===== config.mk =====
export PLATFORM = sky130hd
export DESIGN_NAME = iolhm_ctrl
export DESIGN_NICKNAME = d
export VERILOG_FILES = /design/src/hw/rtl/iolhm_pkg.sv /design/src/hw/rtl/iolhm_ctrl.sv
export SDC_FILE = /design/constraint.sdc
export NUM_CORES = 1
export LEC_CHECK = 0
export BUFFER_PORTS_ARGS = -buffer_cell sky130_fd_sc_hd__buf_2
export CAP_MARGIN = 20
export CORE_AREA = 2 2 39 41
export DETAILED_ROUTE_END_ITERATION = 10
export DIE_AREA = 0 0 41 43
export PLACE_DENSITY = 0.56
export SLEW_MARGIN = 40
export SYNTH_ARGS = -nofsm -noshare
export SYNTH_HDL_FRONTEND = slang
export SYNTH_SLANG_ARGS = --single-unit

===== constraint.sdc =====
create_clock -name clk -period 3.2 [get_ports clk]
set_input_delay 0.48 -clock clk [delete_from_list [all_inputs] [get_ports clk]]
set_output_delay 0.48 -clock clk [all_outputs]
set_load 0.02 [all_outputs]

===== src/hw/rtl/iolhm_pkg.sv =====
// Types, constants and codes of the IO latency histogram monitor.
package iolhm_pkg;

  localparam int TAG_COUNT   = 64;
  localparam int BIN_COUNT   = 25;
  localparam int CLASS_COUNT = 10;

  localparam int SLOT_COUNT = CLASS_COUNT * 2;
  localparam int HIST_DEPTH = SLOT_COUNT * BIN_COUNT;
  localparam int TAG_AW     = $clog2(TAG_COUNT);
  localparam int SLOT_W     = $clog2(SLOT_COUNT);
  localparam int HIST_AW    = $clog2(HIST_DEPTH);

  localparam int DIV_DIVISOR = 1000;
  localparam int LAT_W       = 64;
  localparam int DIV_CMP_W   = LAT_W + $clog2(DIV_DIVISOR);

  typedef enum logic [1:0] {
    ACT_START    = 2'd0,
    ACT_COMPLETE = 2'd1,
    ACT_READ     = 2'd2,
    ACT_NONE     = 2'd3
  } action_t;

  typedef enum logic [2:0] {
    ST_RECORDED = 3'd0,
    ST_FILTERED = 3'd1,
    ST_UNKNOWN  = 3'd2,
    ST_COUNTED  = 3'd3,
    ST_DROPPED  = 3'd4,
    ST_READ     = 3'd5
  } status_t;

  typedef enum logic [2:0] {
    S_CLEAR,
    S_IDLE,
    S_FETCH,
    S_EVAL,
    S_DIV,
    S_HRD,
    S_HWR
  } state_t;

  typedef struct packed {
    logic [1:0]  action;
    logic [5:0]  tag;
    logic [31:0] group_id;
    logic        class_known;
    logic [3:0]  io_class;
    logic        is_write;
    logic [31:0] length;
    logic [63:0] now_ns;
    logic [4:0]  bin_select;
  } in_item_t;

  typedef struct packed {
    logic [2:0]  status;
    logic [6:0]  bucket;
    logic [31:0] bin_count;
    logic [63:0] byte_total;
  } out_item_t;

  typedef struct packed {
    logic latch;
    logic clr_step;
    logic fetch;
    logic at_eval;
    logic eval_emit;
    logic cmp_begin;
    logic hist_rd;
    logic hwr_emit;
  } cmd_t;

  typedef struct packed {
    action_t action;
    logic    cmp_ok;
    logic    clr_done;
    logic    div_done;
    logic    out_free;
  } sts_t;

endpackage


===== src/hw/rtl/iolhm_ctrl.sv =====
// Controller state machine of the IO latency histogram monitor.
module iolhm_ctrl import iolhm_pkg::*; (
  input  logic clk,
  input  logic rst_n,
  input  logic in_valid,
  output logic in_stall,
  input  sts_t sts,
  output cmd_t cmd
);

  state_t state_r, state_nxt;

  always_ff @(posedge clk) begin
    if (!rst_n) begin
      state_r <= S_CLEAR;
    end else begin
      state_r <= state_nxt;
    end
  end

  always_comb begin
    state_nxt = state_r;
    case (state_r)
      S_CLEAR: if (sts.clr_done) state_nxt = S_IDLE;
      S_IDLE:  if (in_valid) state_nxt = S_FETCH;
      S_FETCH: state_nxt = S_EVAL;
      S_EVAL: begin
        if (sts.action == ACT_COMPLETE && sts.cmp_ok) begin
          state_nxt = S_DIV;
        end else if (sts.out_free) begin
          state_nxt = S_IDLE;
        end
      end
      S_DIV:   if (sts.div_done) state_nxt = S_HRD;
      S_HRD:   state_nxt = S_HWR;
      S_HWR:   if (sts.out_free) state_nxt = S_IDLE;
      default: state_nxt = S_CLEAR;
    endcase
  end

  always_comb begin
    cmd = '0;
    in_stall = 1'b1;
    case (state_r)
      S_CLEAR: cmd.clr_step = 1'b1;
      S_IDLE: begin
        in_stall  = 1'b0;
        cmd.latch = in_valid;
      end
      S_FETCH: cmd.fetch = 1'b1;
      S_EVAL: begin
        cmd.at_eval = 1'b1;
        if (sts.action == ACT_COMPLETE && sts.cmp_ok) begin
          cmd.cmp_begin = 1'b1;
        end else begin
          cmd.eval_emit = sts.out_free;
        end
      end
      S_HRD:   cmd.hist_rd = 1'b1;
      S_HWR:   cmd.hwr_emit = sts.out_free;
      default: cmd = '0;
    endcase
  end

endmodule


==> Yosys cells after proc, flatten, opt, wreduce, memory -nomap -nowiden <==
Cells that the tools add are included.
W data, S select, Z words.
{ "word_totals": {"reg_bits": 3, "elab_cells": 29, "out_inout_bits": 9, "in_bits": 9} }
{ "op_classes": {"eq_ne": 10, "reduce_logical": 3, "n_mux": 15} }
{ "op_table": {"columns": ["cell", "count"], "rows": [
  ["$pmux W3 S7", 1],
  ["$mux W3", 6],
  ["$eq A3 B3 Y1 const B", 3],
  ["$mux W1", 8],
  ["$eq A3 B2 Y1 const B", 2],
  ["$ne A2 B2 Y1 const B", 3],
  ["$eq A3 B1 Y1 const B", 1],
  ["$logic_not A3 Y1", 1],
  ["$reduce_and A3 Y1", 1],
  ["$eq A2 B1 Y1 const B", 1],
  ["$logic_and A1 B1 Y1", 1]
]} }

==> Logic depth before layout (Yosys ltp) <==
Gate-level depths: netlist of run 1.
{ "depth": {"depth_word": 4, "mapped_depth": 5, "mapped_depth_nobuf": 4} }

==> Least setup slack after synthesis of run 1 <==
Ideal clock, no wire load.
{ "synth_timing": {"path_type": "reg-to-output", "start": "register state_r[2]", "end": "output cmd[7] (netlist bit)", "required_ns": 2.720, "path_buffers": 1, "stages_incl_launch_ff": 4, "arrival_time_ns": 1.126, "path_slack_ns": 1.594, "path_cell_list": "dfxtp_1 buf_2 nand3b_1 nor2_1"} }
{ "synth_rtl": {"columns": ["item", "line", "source"], "rows": [
  ["start: declaration", "iolhm_ctrl.sv:11", "state_t state_r, state_nxt;"],
  ["start signal: assignment", "iolhm_ctrl.sv:17", "state_r <= state_nxt;"],
  ["end: declaration", "iolhm_ctrl.sv:8", "output cmd_t cmd"]
]} }

==> reports/metrics.yaml, run 1 <==
run_status:
  status: "completed"
grt:
  overflow: 0
  grt_pass1_vias: 297
  grt_usage_pct: 10.52
  grt_pass1_wl_mm: 1.221
  antenna_found_initial: 0
  grt_max_degree: 14
worst_hold_path:
  hold_class: "in2reg"
  holdPathStages: 2
critical_path:
  worstPathRequired_ns: 2.72
  slowest_delay_ns: 0.54
  end_kind: "primary output"
  critPathArrivalTime_ns: 1.36
  crit_fanout: 13
  start_kind: "register"
  r2r_slack_ns: 1.69
  cp_top_family: "flip-flops"
  worstPathCellList: "nand3b_4 > inv_1 > and3_1 > buf_2"
  crit_cells: 4
  critPathBufInv: 2
  reg2regPathDepth: 3
  worstSetupPathType: "reg2out"
  critPathSlowestCell: "dfxtp_1"
final_layout:
  multi_input_area_um2: 219.0
  top_regs: "state_r x3"
  diodes: 0
  fillerInstances: 160
  final_common_cell: "buf_2"
  drive_gt1_share_pct: 42.11
  fin_area_um2: 421.7
  final_cell_mix: "buf_2 (17), nor2_1 (4), a21oi_1 (4)"
  seqCellArea_um2: 60.06
  nets: 67
  fin_cells: 73
  synthToLayoutAreaGrowth_pct: 35.89
  largest_reg_flops: 3
  top_register: "state_r"
floorplan:
  dieArea_mm2: 0.001763
  core_area_mm2: 0.001384
  start_util_pct: 22.42
  die_y_um: 43
  num_rows: 14
  ios: 18
  die_w_um: 41
synth:
  synth.distinct_cells: 23
  syn-cell-area_um2: 310.3
  yosysWarnings: 0
  syn_nets: 48
  synth_seq_cells: 3
  seq_area_frac_synth_pct: 19.35
  synth_area_leaders: "dfxtp_1 (19%), a21oi_1 (6.5%), nand3b_4 (6.5%)"
  avgSynthCellArea_um2: 7.956
  netlist_instances: 39
  yosys.area.top_type: "dfxtp_1"
  synth_top_area_share_pct: 19.35
sta:
  skew_ns: 0.0002644
  tightest_slew_ns: 0.4583
  finalWorstPathRequiredPeriod_ns: 1.836
  setup_viol: 0
  post-route-period-util_pct: 57.38
  max_freq_mhz: 544.6
  finalSetupTns_ns: 0
  setup_slack_ns: 1.364
  drv_slew: 0
  hold_viol: 0
  rsz0062_at_grt: "false"
  maxSlewHeadroom_pct: 69.40
power_and_ir_drop:
  ir_worst_vdd_v: 0.0001643
  power_leakage_uw: 0.0002450
  power_density_mw_per_mm2: 387.7
drt:
  drt_first_iter_violations: 3
  viasPerCell: 4.534
  drt_wl_total_um: 788
  remaining_drc_errors: 0
  detail-route-antenna-nets: 0
  num_vias: 331
  first_pass_iters: 4
  wire_per_inst_um: 10.79
place:
  place_ws_ns: 1.591
  dpl_cell_area_um2: 395.4
  gp_congestion: 0.6982
  port_buffers: 17
  placed_cells: 69
  place_hpwl_um: 557.2
cts:
  hold_buffers: 0
  cts_resized: 0
  cts.sinks: 3
  clockRootBuffer: "clkbuf_4"
  numCtsBuffers: 3
  post_cts_buffers: 0
  htree_levels: 1
  clock_insertion_delay_worst_skew_ns: 0.24
  clk_pin_slew_ns: 0.04
  cts_tree: "done"
  cts_buffer_depth: 2
run:
  maxCapViolCount: 0
==> area by class of cell <==
| type | instances | share of cell area [%] |
|---|---|---|
| sequential | 3 | 14.24 |
| timing repair buffer | 17 | 20.18 |
| inverter | 3 | 2.671 |
| clock buffer | 4 | 6.231 |
| multi-input combinational | 30 | 51.93 |
| tap | 16 | 4.748 |
==> cells by family after synthesis <==
kind of cell / count (synthesis) / share of synthesized area (%)
AND/OR/NAND/NOR: 19 / 44.35
multiplexers: 1 / 4.837
AO/OA/AOI/OAI: 10 / 21.37
flip-flops: 3 / 19.36
buffers and inverters: 6 / 10.08
==> worst paths after layout <==
check | endpoint | startpoint
hold / removal | state_r[0] | rst_n
setup / recovery | cmd[3] | state_r[2]
setup reg to reg | state_r[0] | state_r[0]
hold reg to reg | state_r[2] | state_r[2]
==> Yosys cell counts, drive strengths merged <==
cell,instances
a21oi,5
nor2,4
and3,3
buf,3
dfxtp,3
inv,3
nand3b,3
and3b,2
nor2b,2
nor3,2
and2b,1
and4b,1
mux2,1
o21a,1
o21ai,1
o22ai,1
o311a,1
o311ai,1
or3,1
==> per-stage QoR <==
step,power (uW),utilization [%],hold WS [ns]
after floorplan,82.32,-,0.5975
final,163.5,30.47,0.4862
after global routing,177.2,30.47,0.5042
after detailed placement,95.33,28.57,0.6832
after CTS,166.9,30.47,0.4852
after global placement,95.10,28.57,0.6664
==> routing by layer <==
layer | share of wire [%] | GRT usage, % | up-vias
met2 | 37 | 12.50 | 17
met3 | 12 | 7.853 | 0
met1 | 51 | 15.02 | 137
met5 | 0 | 0 | -
li1 | - | - | 177
met4 | 0 | 2.000 | 0
==> power breakdown <==
| part | switching [uW] | internal (uW) |
|---|---|---|
| Sequential | 9.51 | 40.5 |
| Clock | 21.8 | 46.9 |
| Combinational | 23.4 | 21.3 |
Note: power is estimated with default switching activity, not from simulation.
==> run 2, diff against run 1 <==
--- a/config.mk
+++ b/config.mk
@@ -10,7 +10,7 @@
 export CORE_AREA = 2 2 39 41
 export DETAILED_ROUTE_END_ITERATION = 10
 export DIE_AREA = 0 0 41 43
-export PLACE_DENSITY = 0.56
+export PLACE_DENSITY = 0.58
 export SLEW_MARGIN = 40
 export SYNTH_ARGS = -nofsm -noshare
 export SYNTH_HDL_FRONTEND = slang
==> constraint.sdc (replaced) <==
create_clock -name clk -period 1.5 [get_ports clk]
set_input_delay 0.225 -clock clk [delete_from_list [all_inputs] [get_ports clk]]
set_output_delay 0.225 -clock clk [all_outputs]
set_load 0.02 [all_outputs]
==> run 2 against run 1 <==
Effect of this change: flip-flop and latch count is the same; critical path depth grew 1; global-route usage decreased by 1.6 points; cell count grew 1.4%; worst hold slack got worse by 0.25 ns; via count rose by 2.4%; sequential power grew 100%; die area is the same; total power increased by 110%; core utilization grew 1.4 points; register-to-register slack worse by 1.4 ns; design area increased by 4.5%; highest routed layer unchanged.
==> reports/metrics.yaml, run 2 (same netlist as run 1, synthesis figures left out) <==
sta:
  finalSetupTns_ns: 0
  maxSlewHeadroom_pct: 80.55
  hold_viol: 0
  skew_ns: 0.001467
  setup_viol: 0
  finalWorstPathRequiredPeriod_ns: 1.398
  hold_slack_ns: 0.2365
  drv_slew: 0
  max_freq_mhz: 715.4
  rsz0062_at_grt: "false"
  tightest_slew_ns: 0.2881
  post-route-period-util_pct: 93.18
critical_path:
  worstPathRequired_ns: 1.27
  worstSetupPathType: "reg2out"
  end_kind: "primary output"
  crit_top_cell: "buf_4"
  cp_top_family: "flip-flops"
  start_kind: "register"
  critPathArrivalTime_ns: 1.17
  critPathSlowestCell: "dfxtp_4"
  worstPathCellList: "buf_4 > nand3b_4 > inv_1 > and3_1 > buf_4"
  r2r_slack_ns: 0.26
  slowest_delay_ns: 0.37
  crit_fanout: 8
  critPathBufInv: 3
drt:
  remaining_drc_errors: 0
  drt_first_iter_violations: 5
  drt_wl_total_um: 710
  maxUsedRoutingLayer: "met3"
  wl_met1_um: 320
  detail-route-antenna-nets: 0
  viasPerCell: 4.581
  num_vias: 339
  met3_length_um: 51
  first_pass_iters: 2
  wl_met2_um: 338
  wire_per_inst_um: 9.595
final_layout:
  drive_gt1_share_pct: 48.28
  top_regs: "state_r x3"
  diodes: 0
  top_register: "state_r"
  final_common_cell: "buf_2"
  synthToLayoutAreaGrowth_pct: 41.94
  largest_reg_flops: 3
  nets: 68
  fin_cells: 74
  final_cell_mix: "buf_2 (16), nor2_1 (4), a21oi_1 (4)"
floorplan:
  start_util_pct: 22.42
  dieArea_mm2: 0.001763
  core_area_mm2: 0.001384
  die_y_um: 43
  ios: 18
  die_w_um: 41
  num_rows: 14
power_and_ir_drop:
  ir_worst_vdd_v: 0.0002402
  power_density_mw_per_mm2: 787.3
  power_leakage_uw: 0.0002519
cts:
  clk_pin_slew_ns: 0.03
  hold_buffers: 0
  numCtsBuffers: 3
  cts_tree: "done"
  cts_buffer_depth: 2
  cts.sinks: 3
  clockRootBuffer: "clkbuf_4"
  htree_levels: 1
  clock_insertion_delay_worst_skew_ns: 0.23
grt:
  overflow: 0
  grt_max_degree: 14
  grt_pass1_wl_mm: 1.035
  antenna_found_initial: 0
  grt_pass1_vias: 273
  grt_usage_pct: 8.909
place:
  gp_congestion: 0.6662
  place_hpwl_um: 551.6
  port_buffers: 17
  placed_cells: 70
run:
  maxCapViolCount: 0
run_status:
  status: "completed"
worst_hold_path:
  hold_class: "in2reg"
## run 2: changes by cell type in the layout (fill, tap and decap cells not counted)
| cell | previous run | this run |
|---|---|---|
| buf_2 | 17 | 16 |
| dfxtp_1 | 3 | 0 |
| dfxtp_2 | 0 | 1 |
| buf_4 | 0 | 2 |
| dfxtp_4 | 0 | 2 |
## run 2: worst paths after layout
path	end	depth (start not counted)	from
worst min register to register	state_r[2]	2	state_r[2]
worst max register to register	state_r[0]	3	state_r[0]
worst max-delay path	cmd[3]	5	state_r[0]
worst min-delay path	state_r[0]	2	rst_n
## run 2: power breakdown
group | internal, uW | total (uW) | switching [uW]
Combinational | 50.3 | 107 | 57.1
Clock | 99.5 | 138 | 38.9
Sequential | 87.5 | 101 | 13.4
Total | 237 | 347 | 109
## run 2: worst register-to-register path, delay by kind of cell (launching register included)
kind	cells	cell delay, ns
AOI/OAI and AO/OA	2	0.46
DFF	1	0.37
muxes	1	0.31
## run 2: cell type report
type,instances,area (um^2)
Tap cell,16,20.02
Inverter,3,11.26
Fill cell,163,943.4
Clock buffer,4,26.28
Multi-Input combinational cell,30,219.0
Sequential cell,3,68.82
Timing Repair Buffer,18,95.09
## run 2: what timing repair did
action,CTS,global route
setup endpoints to repair,3,3
setup buffers,0,0
gates cloned,0,0
resized for setup,3,3
## run 2: per-layer routing
metal / vias to the layer above / track usage [%]
li1: 181 / -
met1: 148 / 10.19
met2: 10 / 12.19
met3: 0 / 4.712
met4: 0 / 6.000
met5: - / 0
## run 2: metrics by stage
step | utilization, % | area [um^2] | setup slack, ns | power, uW
final | 31.83 | 440.4 | 0.1023 | 346.7
after global routing | 31.83 | 440.4 | 0.01725 | 375.1
after CTS | 31.28 | 432.9 | 0.04428 | 354.5
after detailed placement | 29.11 | 402.9 | 0.1704 | 208.4
after global placement | 29.11 | 402.9 | 0.2039 | 206.4
after floorplan | - | 310.3 | 0.1490 | 175.6
==> run 3, diff against run 2 <==
--- a/config.mk
+++ b/config.mk
@@ -5,12 +5,13 @@
 export SDC_FILE = /design/constraint.sdc
 export NUM_CORES = 1
 export LEC_CHECK = 0
+export ABC_AREA = 1
 export BUFFER_PORTS_ARGS = -buffer_cell sky130_fd_sc_hd__buf_2
 export CAP_MARGIN = 20
 export CORE_AREA = 2 2 39 41
 export DETAILED_ROUTE_END_ITERATION = 10
 export DIE_AREA = 0 0 41 43
-export PLACE_DENSITY = 0.58
+export PLACE_DENSITY = 0.56
 export SLEW_MARGIN = 40
 export SYNTH_ARGS = -nofsm -noshare
 export SYNTH_HDL_FRONTEND = slang
==> run 3 against run 2 <==
Effect of this change: count of clock-buffer cells in the layout stayed put; largest power group unchanged; sequential power decreased by 5%; register-to-register slack gained 0.13 ns; clock power hardly changed; flip-flop and latch count stayed put; largest cell class unchanged; cell count up 20%; first-iteration DRC count up 80%.
==> reports/metrics.yaml, run 3 <==
floorplan:
  core_area_mm2: 0.001384
  die_y_um: 43
  ios: 18
  start_util_pct: 21.07
  num_rows: 14
  dieArea_mm2: 0.001763
  die_w_um: 41
cts:
  htree_levels: 1
  clk_pin_slew_ns: 0.03
  numCtsBuffers: 3
  cts_tree: "done"
  cts_buffer_depth: 2
  post_cts_buffers: 0
  cts.sinks: 3
  clock_insertion_delay_worst_skew_ns: 0.23
  clockRootBuffer: "clkbuf_4"
worst_hold_path:
  holdPathStages: 3
  hold_class: "in2reg"
synth:
  synth.most_common_cell: "nor2_1"
  netlist_instances: 53
  synth_area_leaders: "dfxtp_1 (21%), nor2_1 (15%), nand2_1 (14%)"
  synth.distinct_cells: 14
  yosysWarnings: 0
  avgSynthCellArea_um2: 5.501
  syn_nets: 62
  syn-cell-area_um2: 291.5
  synth_seq_cells: 3
  seq_area_frac_synth_pct: 20.60
  synth-edff-count: 0
  synthArstFlopShare_pct: 0
  synth_common_cells: "nor2_1 (12), nand2_1 (11), inv_1 (9), nand3_1 (6), dfxtp_1 (3)"
  synth_ff_type: "dfxtp_1"
  yosys.area.top_type: "dfxtp_1"
  synth_top_area_share_pct: 20.60
drt:
  drt_wl_total_um: 748
  remaining_drc_errors: 0
  first_pass_iters: 4
  viasPerCell: 4.157
  wire_per_inst_um: 8.404
  num_vias: 370
  detail-route-antenna-nets: 0
  drt_first_iter_violations: 9
critical_path:
  worstSetupPathType: "reg2out"
  start_kind: "register"
  critPathArrivalTime_ns: 1.15
  r2r_slack_ns: 0.39
  crit_fanout: 9
  reg2regPathDepth: 7
  worstPathRequired_ns: 1.27
  end_kind: "primary output"
sta:
  drv_slew: 0
  maxSlewHeadroom_pct: 86.75
  setup_viol: 0
  rsz0062_at_grt: "false"
  post-route-period-util_pct: 91.58
  max_freq_mhz: 728.0
  hold_viol: 0
  skew_ns: 0.0006207
  tightest_slew_ns: 0.1979
  finalWorstPathRequiredPeriod_ns: 1.374
  finalSetupTns_ns: 0
  setup_slack_ns: 0.1263
final_layout:
  final_common_cell: "buf_2"
  final_cell_mix: "buf_2 (17), nor2_1 (12), nand2_1 (11)"
  nets: 83
  top_register: "state_r"
  diodes: 0
  largest_reg_flops: 3
  fin_area_um2: 416.7
  drive_gt1_share_pct: 39.73
  synthToLayoutAreaGrowth_pct: 42.92
  top_regs: "state_r x3"
place:
  port_buffers: 17
  place_hpwl_um: 594.9
  dpl_cell_area_um2: 385.4
  place_ws_ns: 0.2065
  gp_congestion: 0.6875
power_and_ir_drop:
  p_int_uw: 231.1
  combPwrFrac_pct: 33.3
  power_leakage_uw: 0.0002425
  power.total_uw: 351.6
  p_seq_share_pct: 27.4
  ir_worst_vdd_v: 0.0003728
  pwr-share-clk_pct: 39.3
  switching_power_uw: 120.5
  power_density_mw_per_mm2: 843.8
  p_sw_share_pct: 34.27
grt:
  grt_pass1_wl_mm: 1.145
  grt_usage_pct: 9.328
  grt_pass1_vias: 283
  antenna_found_initial: 0
  overflow: 0
  grt_max_degree: 10
run:
  maxCapViolCount: 0
run_status:
  status: "completed"
## run 3: cell types whose count changed in the layout (fill, tap and decap cells not counted), sizes merged, moves of 2 or more
cell / previous run / this run
nor2: 4 / 15
inv: 3 / 11
and3b: 2 / 0
nand3: 0 / 7
a21oi: 5 / 2
nand2: 0 / 11
nand3b: 3 / 0
nor2b: 2 / 0
and3: 3 / 0
## run 3: worst paths after layout
path,start,endpoint
min reg2reg,state_r[2],state_r[1]
min,rst_n,state_r[2]
max reg2reg,state_r[0],state_r[0]
max,state_r[1],cmd[3]
## run 3: power groups by stage
stage / Sequential (uW) / Combinational (uW) / Clock (uW)
6_report: 96.3 / 117 / 138
5_1_grt: 97.3 / 130 / 151
4_1_cts: 97.0 / 117 / 145
3_5_place_dp: 97.6 / 116 / 0
3_3_place_gp: 97.5 / 117 / 0
2_1_floorplan: 89.9 / 94.2 / 0
## run 3: what timing repair did
item                       4_1_cts  5_1_grt
setup endpoints to repair        1        3
gates resized for setup          1        2
hold buffers                     0        0
## run 3: critical path, stage by stage (launching register included)
cell	delay, ns
dfxtp_4	0.38
nand2_1	0.09
nor2_2	0.09
nand2_1	0.10
nor2_1	0.09
buf_2	0.16
## run 3: cells by family after synthesis
kind of cell	Yosys count	share of synthesized area (%)
AO/OA/AOI/OAI	3	5.581
buffers and inverters	13	20.60
flip-flops	3	20.60
AND/OR/NAND/NOR	34	53.22
## run 3: per-stage QoR
stage	utilization [%]	hold slack, ns	cells
floorplan	-	0.3599	53
global placement	27.85	0.4800	85
detailed placement	27.85	0.4834	85
CTS	29.84	0.2388	89
global route	30.11	0.2519	89
finish	30.11	0.2395	89
## run 3: final cells by class
type                            instances  area, um^2
Timing Repair Buffer                   18       92.59
Fill cell                             170       967.2
Tap cell                               16       20.02
Multi-Input combinational cell         37       171.4
Clock buffer                            4       26.28
Sequential cell                         3       65.06
Inverter                               11       41.29
## run 3: layer usage
layer	track usage, %	share of wire (%)	vias to the layer above
met5	0	0	-
li1	-	-	201
met1	13.46	50	154
met3	4.712	9.9	0
met4	2.000	0	0
met2	12.19	40	15
